[src/rtl/uafl_pkg.sv]
// uafl_pkg: shared types, byte constants and the accent fold table for the
// UTF-8 accent fold / lowercase block. Used by the fold logic and the top level.
// No dependencies.
package uafl_pkg;

  // Byte constants
  localparam logic [7:0] LEAD_BYTE   = 8'hC3;  // lead byte of the Latin-1 accented range
  localparam logic [7:0] CONT_MASK   = 8'hC0;
  localparam logic [7:0] CONT_TAG    = 8'h80;  // continuation byte pattern 10xxxxxx
  localparam logic [7:0] ASCII_LIMIT = 8'h80;
  localparam logic [7:0] UPPER_A     = 8'h41;
  localparam logic [7:0] UPPER_Z     = 8'h5A;
  localparam logic [7:0] CASE_OFFSET = 8'h20;  // 'a' - 'A'
  localparam logic [7:0] NO_FOLD     = 8'h00;

  // Outcome of one input word, handed from the fold logic to the control path
  typedef struct packed {
    logic [1:0] n_res;     // results caused by this word: 0, 1 or 2
    logic [7:0] byte0;     // first result byte
    logic [7:0] byte1;     // second result byte, valid when n_res is 2
    logic       lead_nxt;  // lead byte held after this word
  } fold_res_t;

  // Plain lower-case letter for a second byte, indexed by its low five bits.
  // Upper and lower case accented letters share the same low bits.
  function automatic logic [7:0] fold_letter(input logic [4:0] idx);
    logic [7:0] letter;
    unique case (idx)
      5'd0, 5'd1, 5'd2, 5'd3, 5'd4:         letter = 8'h61;  // a
      5'd7:                                 letter = 8'h63;  // c
      5'd8, 5'd9, 5'd10:                    letter = 8'h65;  // e
      5'd12, 5'd13, 5'd14:                  letter = 8'h69;  // i
      5'd18, 5'd19, 5'd20, 5'd21, 5'd22:    letter = 8'h6F;  // o
      5'd25, 5'd26, 5'd27:                  letter = 8'h75;  // u
      default:                              letter = NO_FOLD;
    endcase
    return letter;
  endfunction

endpackage

[src/rtl/uafl_in_if.sv]
// uafl_in_if: input channel of the accent fold block, one source byte per word.
// Depends on nothing.
interface uafl_in_if;
  logic       valid;
  logic       ready;
  logic [7:0] in_byte;
  logic       string_end;

  modport source (output valid, output in_byte, output string_end, input ready);
  modport sink   (input valid, input in_byte, input string_end, output ready);
endinterface

[src/rtl/uafl_out_if.sv]
// uafl_out_if: result channel of the accent fold block, one folded byte per word.
// Depends on nothing.
interface uafl_out_if;
  logic       valid;
  logic       ready;
  logic [7:0] out_byte;
  logic       last_of_item;
  logic       string_done;

  modport source (output valid, output out_byte, output last_of_item, output string_done,
                  input ready);
  modport sink   (input valid, input out_byte, input last_of_item, input string_done,
                  output ready);
endinterface

[src/rtl/uafl_fold.sv]
// uafl_fold: combinational fold of one source byte given the held lead state.
// Depends on uafl_pkg (constants, fold table, fold_res_t).
module uafl_fold (
  input  logic                 lead_pending,
  input  logic [7:0]           src_byte,
  input  logic                 src_end,
  output uafl_pkg::fold_res_t  res
);

  logic [7:0] letter;
  logic       hit;
  logic [7:0] fresh_byte;
  logic       fresh_emit;

  // Second byte of a held lead folds when it is a table continuation byte
  assign letter = uafl_pkg::fold_letter(src_byte[4:0]);
  assign hit    = ((src_byte & uafl_pkg::CONT_MASK) == uafl_pkg::CONT_TAG) &&
                  (letter != uafl_pkg::NO_FOLD);

  // Byte handled with no lead held: ASCII capitals lowered, a lead is held
  // unless it ends the string, anything else copied
  always_comb begin
    fresh_byte = src_byte;
    if (src_byte < uafl_pkg::ASCII_LIMIT && src_byte >= uafl_pkg::UPPER_A &&
        src_byte <= uafl_pkg::UPPER_Z) begin
      fresh_byte = src_byte + uafl_pkg::CASE_OFFSET;
    end
  end
  assign fresh_emit = (src_byte != uafl_pkg::LEAD_BYTE) || src_end;

  // Assemble the result list
  always_comb begin
    res.byte1 = fresh_byte;
    if (lead_pending && hit) begin
      res.n_res = 2'd1;
      res.byte0 = letter;
    end else if (lead_pending) begin
      res.n_res = fresh_emit ? 2'd2 : 2'd1;
      res.byte0 = uafl_pkg::LEAD_BYTE;
    end else begin
      res.n_res = fresh_emit ? 2'd1 : 2'd0;
      res.byte0 = fresh_byte;
    end
    res.lead_nxt = !src_end && (src_byte == uafl_pkg::LEAD_BYTE);
  end

endmodule

[src/rtl/utf8_accent_fold_lowercase.sv]
// utf8_accent_fold_lowercase: top level, input stage, lead state, output register.
// Depends on uafl_pkg, uafl_in_if, uafl_out_if and uafl_fold.
//
// Usage:
//   in_ch carries one UTF-8 source byte per word with string_end on the last
//   byte of a string. out_ch carries the folded bytes; last_of_item marks the
//   last result caused by an input byte, string_done the final byte of a string.
//   Both channels use valid/ready; a word moves when both are high.
//   Path: a byte taken is held in the input stage, folded combinationally, and
//   its first result goes to the output register (two registers: input stage, output register).
//   Throughput: one input byte per cycle while each byte yields at most one
//   result and out_ch.ready stays high. A byte that yields two results (a held
//   0xC3 that does not fold, followed by a byte that is emitted) holds the input
//   stage until both are sent, since the single output register takes one result
//   per cycle. A 0xC3 that is held produces no result and leaves the stage without waiting on out_ch.
//   Reset (rst_n low, synchronous) empties both stages and drops any held lead.
//   When out_ch.ready is low the output word holds; a staged word that still
//   has a result to send stays put and in_ch.ready is low in that same cycle,
//   so no word is lost.
module utf8_accent_fold_lowercase (
  input  logic              clk,
  input  logic              rst_n,
  uafl_in_if.sink           in_ch,
  uafl_out_if.source        out_ch
);

  // Input stage
  logic       stage_valid_r;
  logic [7:0] stage_byte_r;
  logic       stage_end_r;
  logic       phase_r;    // second result of the staged word is next
  logic       lead_r;     // lead byte held from an earlier word

  // Output register
  logic       out_valid_r;
  logic [7:0] out_byte_r;
  logic       out_last_r;
  logic       out_done_r;

  uafl_pkg::fold_res_t res;
  logic       out_free;
  logic       emit;
  logic       is_last;
  logic       retire;
  logic       in_take;
  logic [7:0] sel_byte;

  uafl_fold u_fold (
    .lead_pending (lead_r),
    .src_byte     (stage_byte_r),
    .src_end      (stage_end_r),
    .res          (res)
  );

  // Handshake and stage control
  assign out_free = !out_valid_r || out_ch.ready;
  assign is_last  = phase_r || (res.n_res == 2'd1);
  assign emit     = stage_valid_r && (res.n_res != 2'd0) && out_free;
  assign retire   = stage_valid_r && ((res.n_res == 2'd0) || (out_free && is_last));
  assign sel_byte = phase_r ? res.byte1 : res.byte0;

  assign in_ch.ready = !stage_valid_r || retire;
  assign in_take     = in_ch.valid && in_ch.ready;

  // Input stage registers
  always_ff @(posedge clk) begin
    if (!rst_n) begin
      stage_valid_r <= 1'b0;
      phase_r       <= 1'b0;
      lead_r        <= 1'b0;
    end else begin
      if (in_take) begin
        stage_valid_r <= 1'b1;
      end else if (retire) begin
        stage_valid_r <= 1'b0;
      end
      if (retire) begin
        phase_r <= 1'b0;
        lead_r  <= res.lead_nxt;
      end else if (emit) begin
        phase_r <= 1'b1;
      end
    end
  end

  always_ff @(posedge clk) begin
    if (in_take) begin
      stage_byte_r <= in_ch.in_byte;
      stage_end_r  <= in_ch.string_end;
    end
  end

  // Output register
  always_ff @(posedge clk) begin
    if (!rst_n) begin
      out_valid_r <= 1'b0;
    end else if (out_free) begin
      out_valid_r <= emit;
    end
  end

  always_ff @(posedge clk) begin
    if (emit) begin
      out_byte_r <= sel_byte;
      out_last_r <= is_last;
      out_done_r <= is_last && stage_end_r;
    end
  end

  assign out_ch.valid        = out_valid_r;
  assign out_ch.out_byte     = out_byte_r;
  assign out_ch.last_of_item = out_last_r;
  assign out_ch.string_done  = out_done_r;

  // Checks
  a_end_clears_lead: assert property (@(posedge clk) disable iff (!rst_n)
    (retire && stage_end_r) |=> !lead_r)
    else $error("lead still held after end of string");

  a_phase_has_item: assert property (@(posedge clk) disable iff (!rst_n)
    phase_r |-> (stage_valid_r && res.n_res == 2'd2))
    else $error("second result pending without a two-result word");

  a_done_is_last: assert property (@(posedge clk) disable iff (!rst_n)
    out_valid_r |-> (!out_done_r || out_last_r))
    else $error("string_done on a result that is not last of its word");

  a_no_take_when_full: assert property (@(posedge clk) disable iff (!rst_n)
    (stage_valid_r && !retire) |-> !in_take)
    else $error("input word taken while stage is occupied");

endmodule
[src/flat_wrapper.sv]
// flat-port wrapper written by rule: the top's interface ports become plain ports
module utf8_accent_fold_lowercase_flat 
  (clk, rst_n, in_ch_valid, in_ch_in_byte, in_ch_string_end, in_ch_ready, out_ch_valid, out_ch_out_byte, out_ch_last_of_item, out_ch_string_done, out_ch_ready);
  uafl_in_if in_ch_i ();
  uafl_out_if out_ch_i ();
  input  logic clk;
  input  logic rst_n;
  input wire logic [$bits(in_ch_i.valid)-1:0] in_ch_valid;
  input wire logic [$bits(in_ch_i.in_byte)-1:0] in_ch_in_byte;
  input wire logic [$bits(in_ch_i.string_end)-1:0] in_ch_string_end;
  output wire logic [$bits(in_ch_i.ready)-1:0] in_ch_ready;
  output wire logic [$bits(out_ch_i.valid)-1:0] out_ch_valid;
  output wire logic [$bits(out_ch_i.out_byte)-1:0] out_ch_out_byte;
  output wire logic [$bits(out_ch_i.last_of_item)-1:0] out_ch_last_of_item;
  output wire logic [$bits(out_ch_i.string_done)-1:0] out_ch_string_done;
  input wire logic [$bits(out_ch_i.ready)-1:0] out_ch_ready;
  assign in_ch_i.valid = in_ch_valid;
  assign in_ch_i.in_byte = in_ch_in_byte;
  assign in_ch_i.string_end = in_ch_string_end;
  assign in_ch_ready = in_ch_i.ready;
  assign out_ch_valid = out_ch_i.valid;
  assign out_ch_out_byte = out_ch_i.out_byte;
  assign out_ch_last_of_item = out_ch_i.last_of_item;
  assign out_ch_string_done = out_ch_i.string_done;
  assign out_ch_i.ready = out_ch_ready;
  utf8_accent_fold_lowercase u_core (.clk(clk), .rst_n(rst_n), .in_ch(in_ch_i), .out_ch(out_ch_i));
endmodule
[config.mk]
export PLATFORM = sky130hd
export DESIGN_NAME = utf8_accent_fold_lowercase_flat
export DESIGN_NICKNAME = d
export VERILOG_FILES = /design/src/rtl/uafl_pkg.sv /design/src/rtl/uafl_in_if.sv /design/src/rtl/uafl_out_if.sv /design/src/rtl/uafl_fold.sv /design/src/rtl/utf8_accent_fold_lowercase.sv /design/src/flat_wrapper.sv
export SDC_FILE = /design/constraint.sdc
export NUM_CORES = 1
export LEC_CHECK = 0
export BUFFER_PORTS_ARGS = -buffer_cell sky130_fd_sc_hd__buf_2
export CAP_MARGIN = 20
export CORE_MARGIN = 3
export CORE_UTILIZATION = 59
export CTS_CLUSTER_DIAMETER = 120
export CTS_CLUSTER_SIZE = 10
export DETAILED_ROUTE_END_ITERATION = 6
export PLACE_DENSITY = 0.83
export SLEW_MARGIN = 20
export SYNTH_ARGS = -nofsm -noshare
export SYNTH_HDL_FRONTEND = slang
export SYNTH_HIERARCHICAL = 1
export SYNTH_SLANG_ARGS = --single-unit
export TNS_END_PERCENT = 5
[constraint.sdc]
create_clock -name clk -period 3.9 [get_ports clk]
set_input_delay 0.39 -clock clk [delete_from_list [all_inputs] [get_ports clk]]
set_output_delay 0.39 -clock clk [all_outputs]
set_load 0.005 [all_outputs]
==> results by stage, run 1 <==
Timing:
- In the finished design, the share of the clock period the worst path needs comes to 82.7%.
- The transition at the pin with the smallest max-transition slack is 0.764 ns.
- Setup repair after global routing left no endpoint under its margin.
- On the final layout, the worst clock skew is 0.00382 ns.
- The headroom to the max-slew limit is 48.9%.
- Static timing analysis puts the maximum clock frequency at 310 MHz.
- The number of pins with negative max-slew slack in the final report came to 0.
- The routed design could run at a clock period as short as 3.22 ns.
- The final hold violation count came to 0.
- The setup TNS is 0 ns.
- After layout, the worst setup slack is 0.676 ns.
- The number of setup violations in the final report is 0.

Synth:
- The synthesized netlist devotes 17.7% of its cell area to compound gates.
- Summing the areas of all fa, ha and maj instances in the mapped netlist gives 5.72% of the synthesized area.
- The post-synthesis simple-gate area fraction is 17.6%.
- The share of flip-flops with an asynchronous set or reset is 0%.
- The synthesized instance count is 135.
- During synthesis, Yosys emitted a total of 6 warnings.
- The cell area after synthesis is 1530 um^2.
- The synthesized design contains 23 register bits.
- Of the total synthesized cell area, the portion taken by XOR and XNOR cells is 1.14%.
- Ranked by total cell area, the synthesized netlist is headed by edfxtp_1, mux2_2, ha_1, dfxtp_1, buf_4.
- The area share of the largest cell type after synthesis is 37.3%.
- In the synthesized netlist the dominant register cell turns out to be edfxtp_1.
- Counting flops with a built-in enable in the synthesized netlist gives 19.
- The mux share of post-synthesis cell area is 7.19%.
- The cell taking the most area after synthesis is edfxtp_1.
- The synthesized area per cell is 11.3 um^2.
- Synthesis produced a netlist with a net count of 155.
- Sequential elements use 42.5% of the synthesized area.
- The main combinational cell family by area after synthesis is compound AO/OA/AOI/OAI gates.
- The unique cell type count in the Yosys netlist is 52.

Global routing:
- The initial antenna violation count was 0.
- The total grt overflow is 0.
- The global router's overall resource usage is 17.5%.
- The number of global-route vias before repair was 1031.
- The global-route wire length before repair is 4550 um.
- Entering global routing, the biggest net connects 16 pins.

Worst setup path:
- By startpoint and endpoint, the worst setup path is classified as reg2out.
- The endpoint arrival time on the critical path is 2.83 ns.
- STA classifies the critical path endpoint as a primary output.
- The longest individual stage delay on the worst path is 0.52 ns.
- At the worst endpoint, the required time is 3.51 ns.
- Along the worst path, the maximum fanout reaches 9.
- The worst setup path is launched from a flop.
- The slowest stage of the critical path belongs to the cell edfxtp_1.
- The signal on the critical path passes through inv_1 -> ha_1 -> nand2_1 -> o31ai_1 -> a31oi_2 -> nor2b_1 -> nor2b_4 -> o221ai_2 -> buf_2.
- The register-to-register setup slack is 0.74 ns.

Floorplanning:
- The row count is 17.
- The height of the die is 57.0 um.
- The core outline area is 2340 um^2.
- For this configuration, the core starts out at a cell density of 65.5%.
- The number of top-level pins is 25.
- The die covers 3240 um^2.
- The die is 57.0 um wide.

Routing:
- The DRC violation count after routing is 0.
- The number of vias per cell is 6.27.
- The iteration count of the initial detailed-routing pass is 5.
- The via total after detailed routing is 1134.
- The routed metal-1 wirelength is 1150 um.
- After detailed routing, the met3 layer carries 243 um of wire.
- In the final routed layout, each cell accounts on average for 15.4 um.
- The number of DRC violations after detailed-routing iteration 0 is 71.
- The topmost layer with routed signal wires is met4.
- The length of routed met2 wiring is 1320 um.
- After detailed routing, the total wire length is 2790 um.
- The detail route stage leaves a number of antenna-violating nets equal to 0.

Place:
- The count of buffers inserted at the top-level ports is 24.
- Timing analysis after detailed placement gives a worst setup slack of 0.825 ns.
- The congestion estimate from routability-driven global placement came to 0.901.
- The detailed placement HPWL is 2020 um.
- The number of instances in the placed design is 177.

Clocking:
- The number of gates given a new drive strength after cts is 0.
- TritonCTS built the clock tree.
- After clock tree synthesis, the clock-pin slew on the worst setup and hold paths is 0.13 ns.
- The total clock buffers created by CTS is 3.
- The count of clock tree sinks is 23.
- Clock latency on the worst-skew pair, taken at its later pin, is 0.31 ns.
- In this run the deepest clock path goes through 2 buffers.
- In this run the number of H-tree levels came out at 1.
- The clock tree root buffer cell is clkbuf_4.
- The number of buffers inserted by post-CTS setup repair is 0.
- After clock tree synthesis, the flow added hold-fix buffers numbering 0.

Power:
- The clock network power share is 23.4%.
- The part of the power in registers is 62.1%.
- The part of the power in combinational logic is 14.6%.
- The fraction of power spent switching nets is 25.8%.
- The cell area power density is 291 nW/um^2.
- The internal power of the cells totals 352 uW.
- The switching power of the nets is 122 uW.
- The peak ir drop on the vdd network is 0.000200 V.
- The analysis attributes to cell leakage a power of 0.645 nW.

Cells and area:
- In the layout the commonest cells are buf_2, edfxtp_1, inv_1.
- Cells fill 69.7% of the core in the end.
- The layout-stage area growth over the synthesis result is 6.54%.
- The net count of the finished layout is 174.
- The repair_antennas step left the layout with diodes totalling 0.
- The leading cell type in the layout, fill and taps excluded is buf_2.
- Of the cells placed in the final design, the portion with a size suffix greater than 1 is 30.1%.
- The number of standard cells in the layout, taps in and fillers out is 181.

Run status:
- The run finished with clean final reports.

Worst hold path:
- The min-delay analysis places its worst path in the category in2reg.

Run:
- The number of max-capacitance violations reported is 0.
==> metrics by stage <==
| stage | power, mW | hold WS (ns) | area [um^2] |
|---|---|---|---|
| floorplan | 0.351 | 0.482 | 1530 |
| global placement | 0.364 | 0.547 | 1600 |
| detailed placement | 0.367 | 0.552 | 1600 |
| CTS | 0.475 | 0.238 | 1630 |
| global route | 0.495 | 0.230 | 1630 |
| finish | 0.474 | 0.241 | 1630 |
==> worst paths after layout <==
path                                        startpoint                        end  depth (start not counted)
worst max-delay path            u_core/stage_byte_r[1]                in_ch_ready                          9
worst min-delay path                  in_ch_in_byte[0]     u_core/stage_byte_r[0]                          1
worst max register to register  u_core/stage_byte_r[1]  u_core/out_ch.out_byte[5]                          8
worst min register to register     u_core/out_ch.valid        u_core/out_ch.valid                          2
==> synthesized netlist by cell type (2+ instances only) <==
library cell,instances
nand2b_1,2
nand3_1,5
nand4_1,2
nand2_1,6
a22oi_1,2
a21boi_0,2
o22ai_1,3
a31oi_1,2
nor4bb_1,2
a31oi_2,2
nor3b_1,2
buf_6,3
dfxtp_1,4
nor2_1,6
mux2i_1,2
buf_4,6
and2_1,3
ha_1,7
xnor2_1,2
o21ai_0,2
mux2_2,8
nor2b_1,3
or2_1,2
edfxtp_1,19
inv_1,11
==> power groups by stage <==
stage               clock network [mW]  registers (mW)  logic, mW
CTS                              0.112           0.294     0.0681
floorplan                            0           0.294     0.0571
finish                           0.111           0.295     0.0690
global route                     0.123           0.296     0.0756
detailed placement                   0           0.300     0.0673
global placement                     0           0.299     0.0647
==> cell families after synthesis <==
group,Yosys count
xor+xnor,2
compound gates,30
fa+ha+maj,7
mux,10
flops,23
buf+inv,21
simple gates,42
==> critical path: cells and delay by family (launching register included) <==
kind | cells | cell delay (ns)
and+or+nand+nor | 3 | 0.71
AOI/OAI and AO/OA | 3 | 0.66
DFF | 1 | 0.52
adders and majority gates | 1 | 0.33
buffers and inverters | 2 | 0.29
==> routing by layer <==
metal | global-route usage, % | up-vias
li1 | - | 539
met1 | 22.6 | 510
met2 | 29.7 | 71
met3 | 2.49 | 14
met4 | 6.62 | 0
met5 | 0 | -
==> final cells by class <==
class                           instances  area, um^2
Timing Repair Buffer                   24         120
Clock buffer                            3        22.5
Sequential cell                        23         651
Inverter                               11        41.3
Fill cell                             180         708
Tap cell                               28        35.0
Multi-Input combinational cell         91         757
Clock inverter                          1        5.00
Note: power is estimated with default switching activity, not from simulation.
==> run 2, diff against run 1 <==
CORE_UTILIZATION = 55   (was 59)
PLACE_DENSITY = 0.78   (was 0.83)
clock period = 3.1 ns   (was 3.9 ns; I/O delays follow)
==> results by stage, run 2 (synthesized netlist as in run 1, its figures left out) <==
Floorplanning:
- The core outline area is 2570 um^2 (+9.7%).
- The row count came to 18 (+1).
- The floorplan die width came to 58.8 um (+3.2%).
- The number of top-level pins is 25 (unchanged).
- The floorplan die area is 3450 um^2 (+6.5%).
- The starting density of the core is 59.6% (-5.8 points).
- The height of the die is 58.8 um (+3.2%).

Global routing:
- The total grt overflow came to 0 (unchanged).
- The global-route wire length before repair is 4700 um (+3.2%).
- The met3 routing resource usage after global routing is 2.19% (-0.30 points).
- In this run the most used layer during global routing was met2.
- The global router's overall resource usage is 18.0% (+0.50 points).
- The number of global-route vias before repair came to 1027 (-0.39%).
- The initial antenna violation count was 0 (unchanged).
- The pin count of the biggest net entering global routing is 16 (unchanged).
- The met1 usage is 23.1% (+0.55 points).
- The met2 demand-to-capacity share in global routing came to 29.5% (-0.19 points).

Timing:
- The post-route minimum period is 2.89 ns.
- Derived from the worst setup path, the maximum achievable clock frequency is 346 MHz.
- The final hold violation count is 0 (unchanged).
- The setup TNS was 0 ns (unchanged).
- The transition at the pin with the smallest max-transition slack is 0.540 ns (-0.225 ns).
- Setup repair after global routing left no endpoint under its margin.
- The clock skew is 0.00455 ns (+0.000730 ns).
- The headroom to the max-slew limit came to 64.0% (+15 points).
- The number of setup violations in the final report is 0 (unchanged).
- The worst path uses 93.2% of the clock period.
- The number of pins with negative max-slew slack in the final report is 0 (unchanged).

Cells and area:
- Relative to the synthesized area, the layout overhead comes to 8.33%.
- The leading cell type in the layout, fill and taps excluded is buf_2.
- The final net count is 177 (+1.7%).
- The share of cells above drive strength 1 is 32.1% (+2.0 points).
- The summed area of non-filler cells in the final layout is 1660 um^2 (+1.7%).
- The count of antenna diodes in the layout is 0 (unchanged).
- The number of inserted filler cells in the final layout was 210 (+17%).
- In the layout the commonest cells are buf_2, edfxtp_1, inv_1.

Worst setup path:
- The setup path with the least slack is of type reg2out.
- The startpoint kind of the worst setup timing path is a flop.
- The startpoint identified for the worst register-to-register timing path is u_core/stage_byte_r[0].
- The endpoint arrival time on the critical path is 2.58 ns (-0.25 ns).
- The depth of the most critical reg-to-reg path is 8 (unchanged).
- The register-to-register setup slack is 0.31 ns (-0.43 ns).
- The maximum fanout along the worst path was 6 (-3).
- The endpoint of the worst-slack reg-to-reg timing path is u_core/stage_byte_r[7].
- The required time at the endpoint of the critical path came to 2.79 ns (-0.72 ns).
- STA classifies the critical path endpoint as a primary output.

Run status:
- The run finished with clean final reports.

Worst hold path:
- The end point of the worst hold path is u_core/stage_byte_r[2].
- The worst hold path belongs to the class in2reg.
- The worst min-delay path startpoint is in_ch_in_byte[2].
- The number of cells traversed by the worst hold path is 1 (unchanged).

Clocking:
- The clock slew seen by the registers of the worst setup and hold paths was 0.13 ns (about the same).
- The clock latency at the later pin of the worst-skew pair is 0.32 ns (about the same).
- The total clock buffers created by CTS came to 3 (unchanged).
- The maximum level of the CTS H-tree is 1 (unchanged).
- The clock tree root buffer cell is clkbuf_4.
- The number of buffers on the longest clock path is 2 (unchanged).
- The count of clock tree sinks was 23 (unchanged).
- The CTS tree is done.

Routing:
- The via total after detailed routing is 1131 (-0.26%).
- The DRC violation count after routing came to 0 (unchanged).
- The remaining number of nets flagged by the antenna check after routing was 0 (unchanged).
- The iteration count of the initial detailed-routing pass is 4 (-1).
- The number of DRC violations after detailed-routing iteration 0 was 57 (-20%).
- The number of vias per cell is 6.08 (-2.9%).
- The final routed wire length divided by cell count was 15.6 um (+0.94%).
- The total wire length after detailed routing is 2900 um (+3.7%).

Power:
- The standby leakage power is 0.660 nW (+2.3%).
- The cell area power density came to 363 nW/um^2 (+25%).
- The peak ir drop on the vdd network is 0.000263 V (+31%).

Run:
- The number of max-capacitance violations reported is 0 (unchanged).

Place:
- The final RePlAce weighted congestion came to 0.895 (-0.64%).
- The count of buffers inserted at the top-level ports is 24 (unchanged).
- The cell area after placement is 1610 um^2 (+0.62%).
- The detailed placement HPWL is 2120 um (+5.0%).
run 2: cell count changes in the layout (fill, tap and decap cells not counted):
cell     change
buf_4        +3
nor2b_1      -1
nor2b_2      +1
run 2: critical path, cell delays in order, from the launching register on:
cell and delay, ns:
edfxtp_1 0.51, ha_1 0.26, nor4bb_1 0.43, a31oi_2 0.10
a31oi_2 0.35, nor2b_2 0.13, nor2b_4 0.16, o221ai_2 0.18
buf_2 0.15
run 2: stage by stage:
stage / setup WS (ns) / power [mW] / hold WS, ns / util (%) / cells
2_1_floorplan: 0.530 / 0.441 / 0.409 / - / 135
3_3_place_gp: 0.349 / 0.460 / 0.487 / 62.9 / 180
3_5_place_dp: 0.306 / 0.464 / 0.488 / 62.9 / 180
4_1_cts: 0.0481 / 0.602 / 0.147 / 63.9 / 184
5_1_grt: 0.0492 / 0.632 / 0.139 / 64.6 / 186
6_report: 0.210 / 0.603 / 0.152 / 64.6 / 186
run 2: report_power, final:
part           internal [mW]  switching, mW  leakage, nW
sequential             0.352         0.0190        0.213
combinational         0.0456         0.0446        0.430
clock                 0.0484         0.0938       0.0177
run 2: final cells by class:
class	count	area, um^2	area share (%)
clock buffers	3	22.5	1.36
clock inverters	1	5.00	0.302
inverters	11	41.3	2.49
multi-input cells	91	759	45.8
flip-flops and latches	23	651	39.2
well taps	30	37.5	2.26
repair buffers	27	143	8.60
run 2: timing repair:
item / 4_1_cts / 5_1_grt
endpoints found under the hold margin: 0 / 0
resized for setup: 0 / 1
setup endpoints to repair: 0 / 1
buffers inserted: 0 / 2
hold buffers: 0 / 0
run 2: how the worst max path moves through the flow:
stage                                 from                    endpoint  slack [ns]  depth (start not counted)
finish              u_core/stage_byte_r[0]                 in_ch_ready        0.21                          8
detailed placement  u_core/stage_byte_r[1]      u_core/stage_byte_r[4]        0.31                          9
CTS                 u_core/stage_byte_r[1]                 in_ch_ready        0.05                          9
global route        u_core/stage_byte_r[1]                 in_ch_ready        0.05                          9
global placement    u_core/stage_byte_r[0]      u_core/stage_byte_r[3]        0.35                          8
floorplan           u_core/stage_byte_r[1]  u_core/out_ch.last_of_item        0.53                          8
run 2: routing by layer:
metal  part of all wire, %  wire length, um
met2                    48             1400
met1                    41             1190
met4                   2.5               71
met5                     0                0
met3                   8.0              231
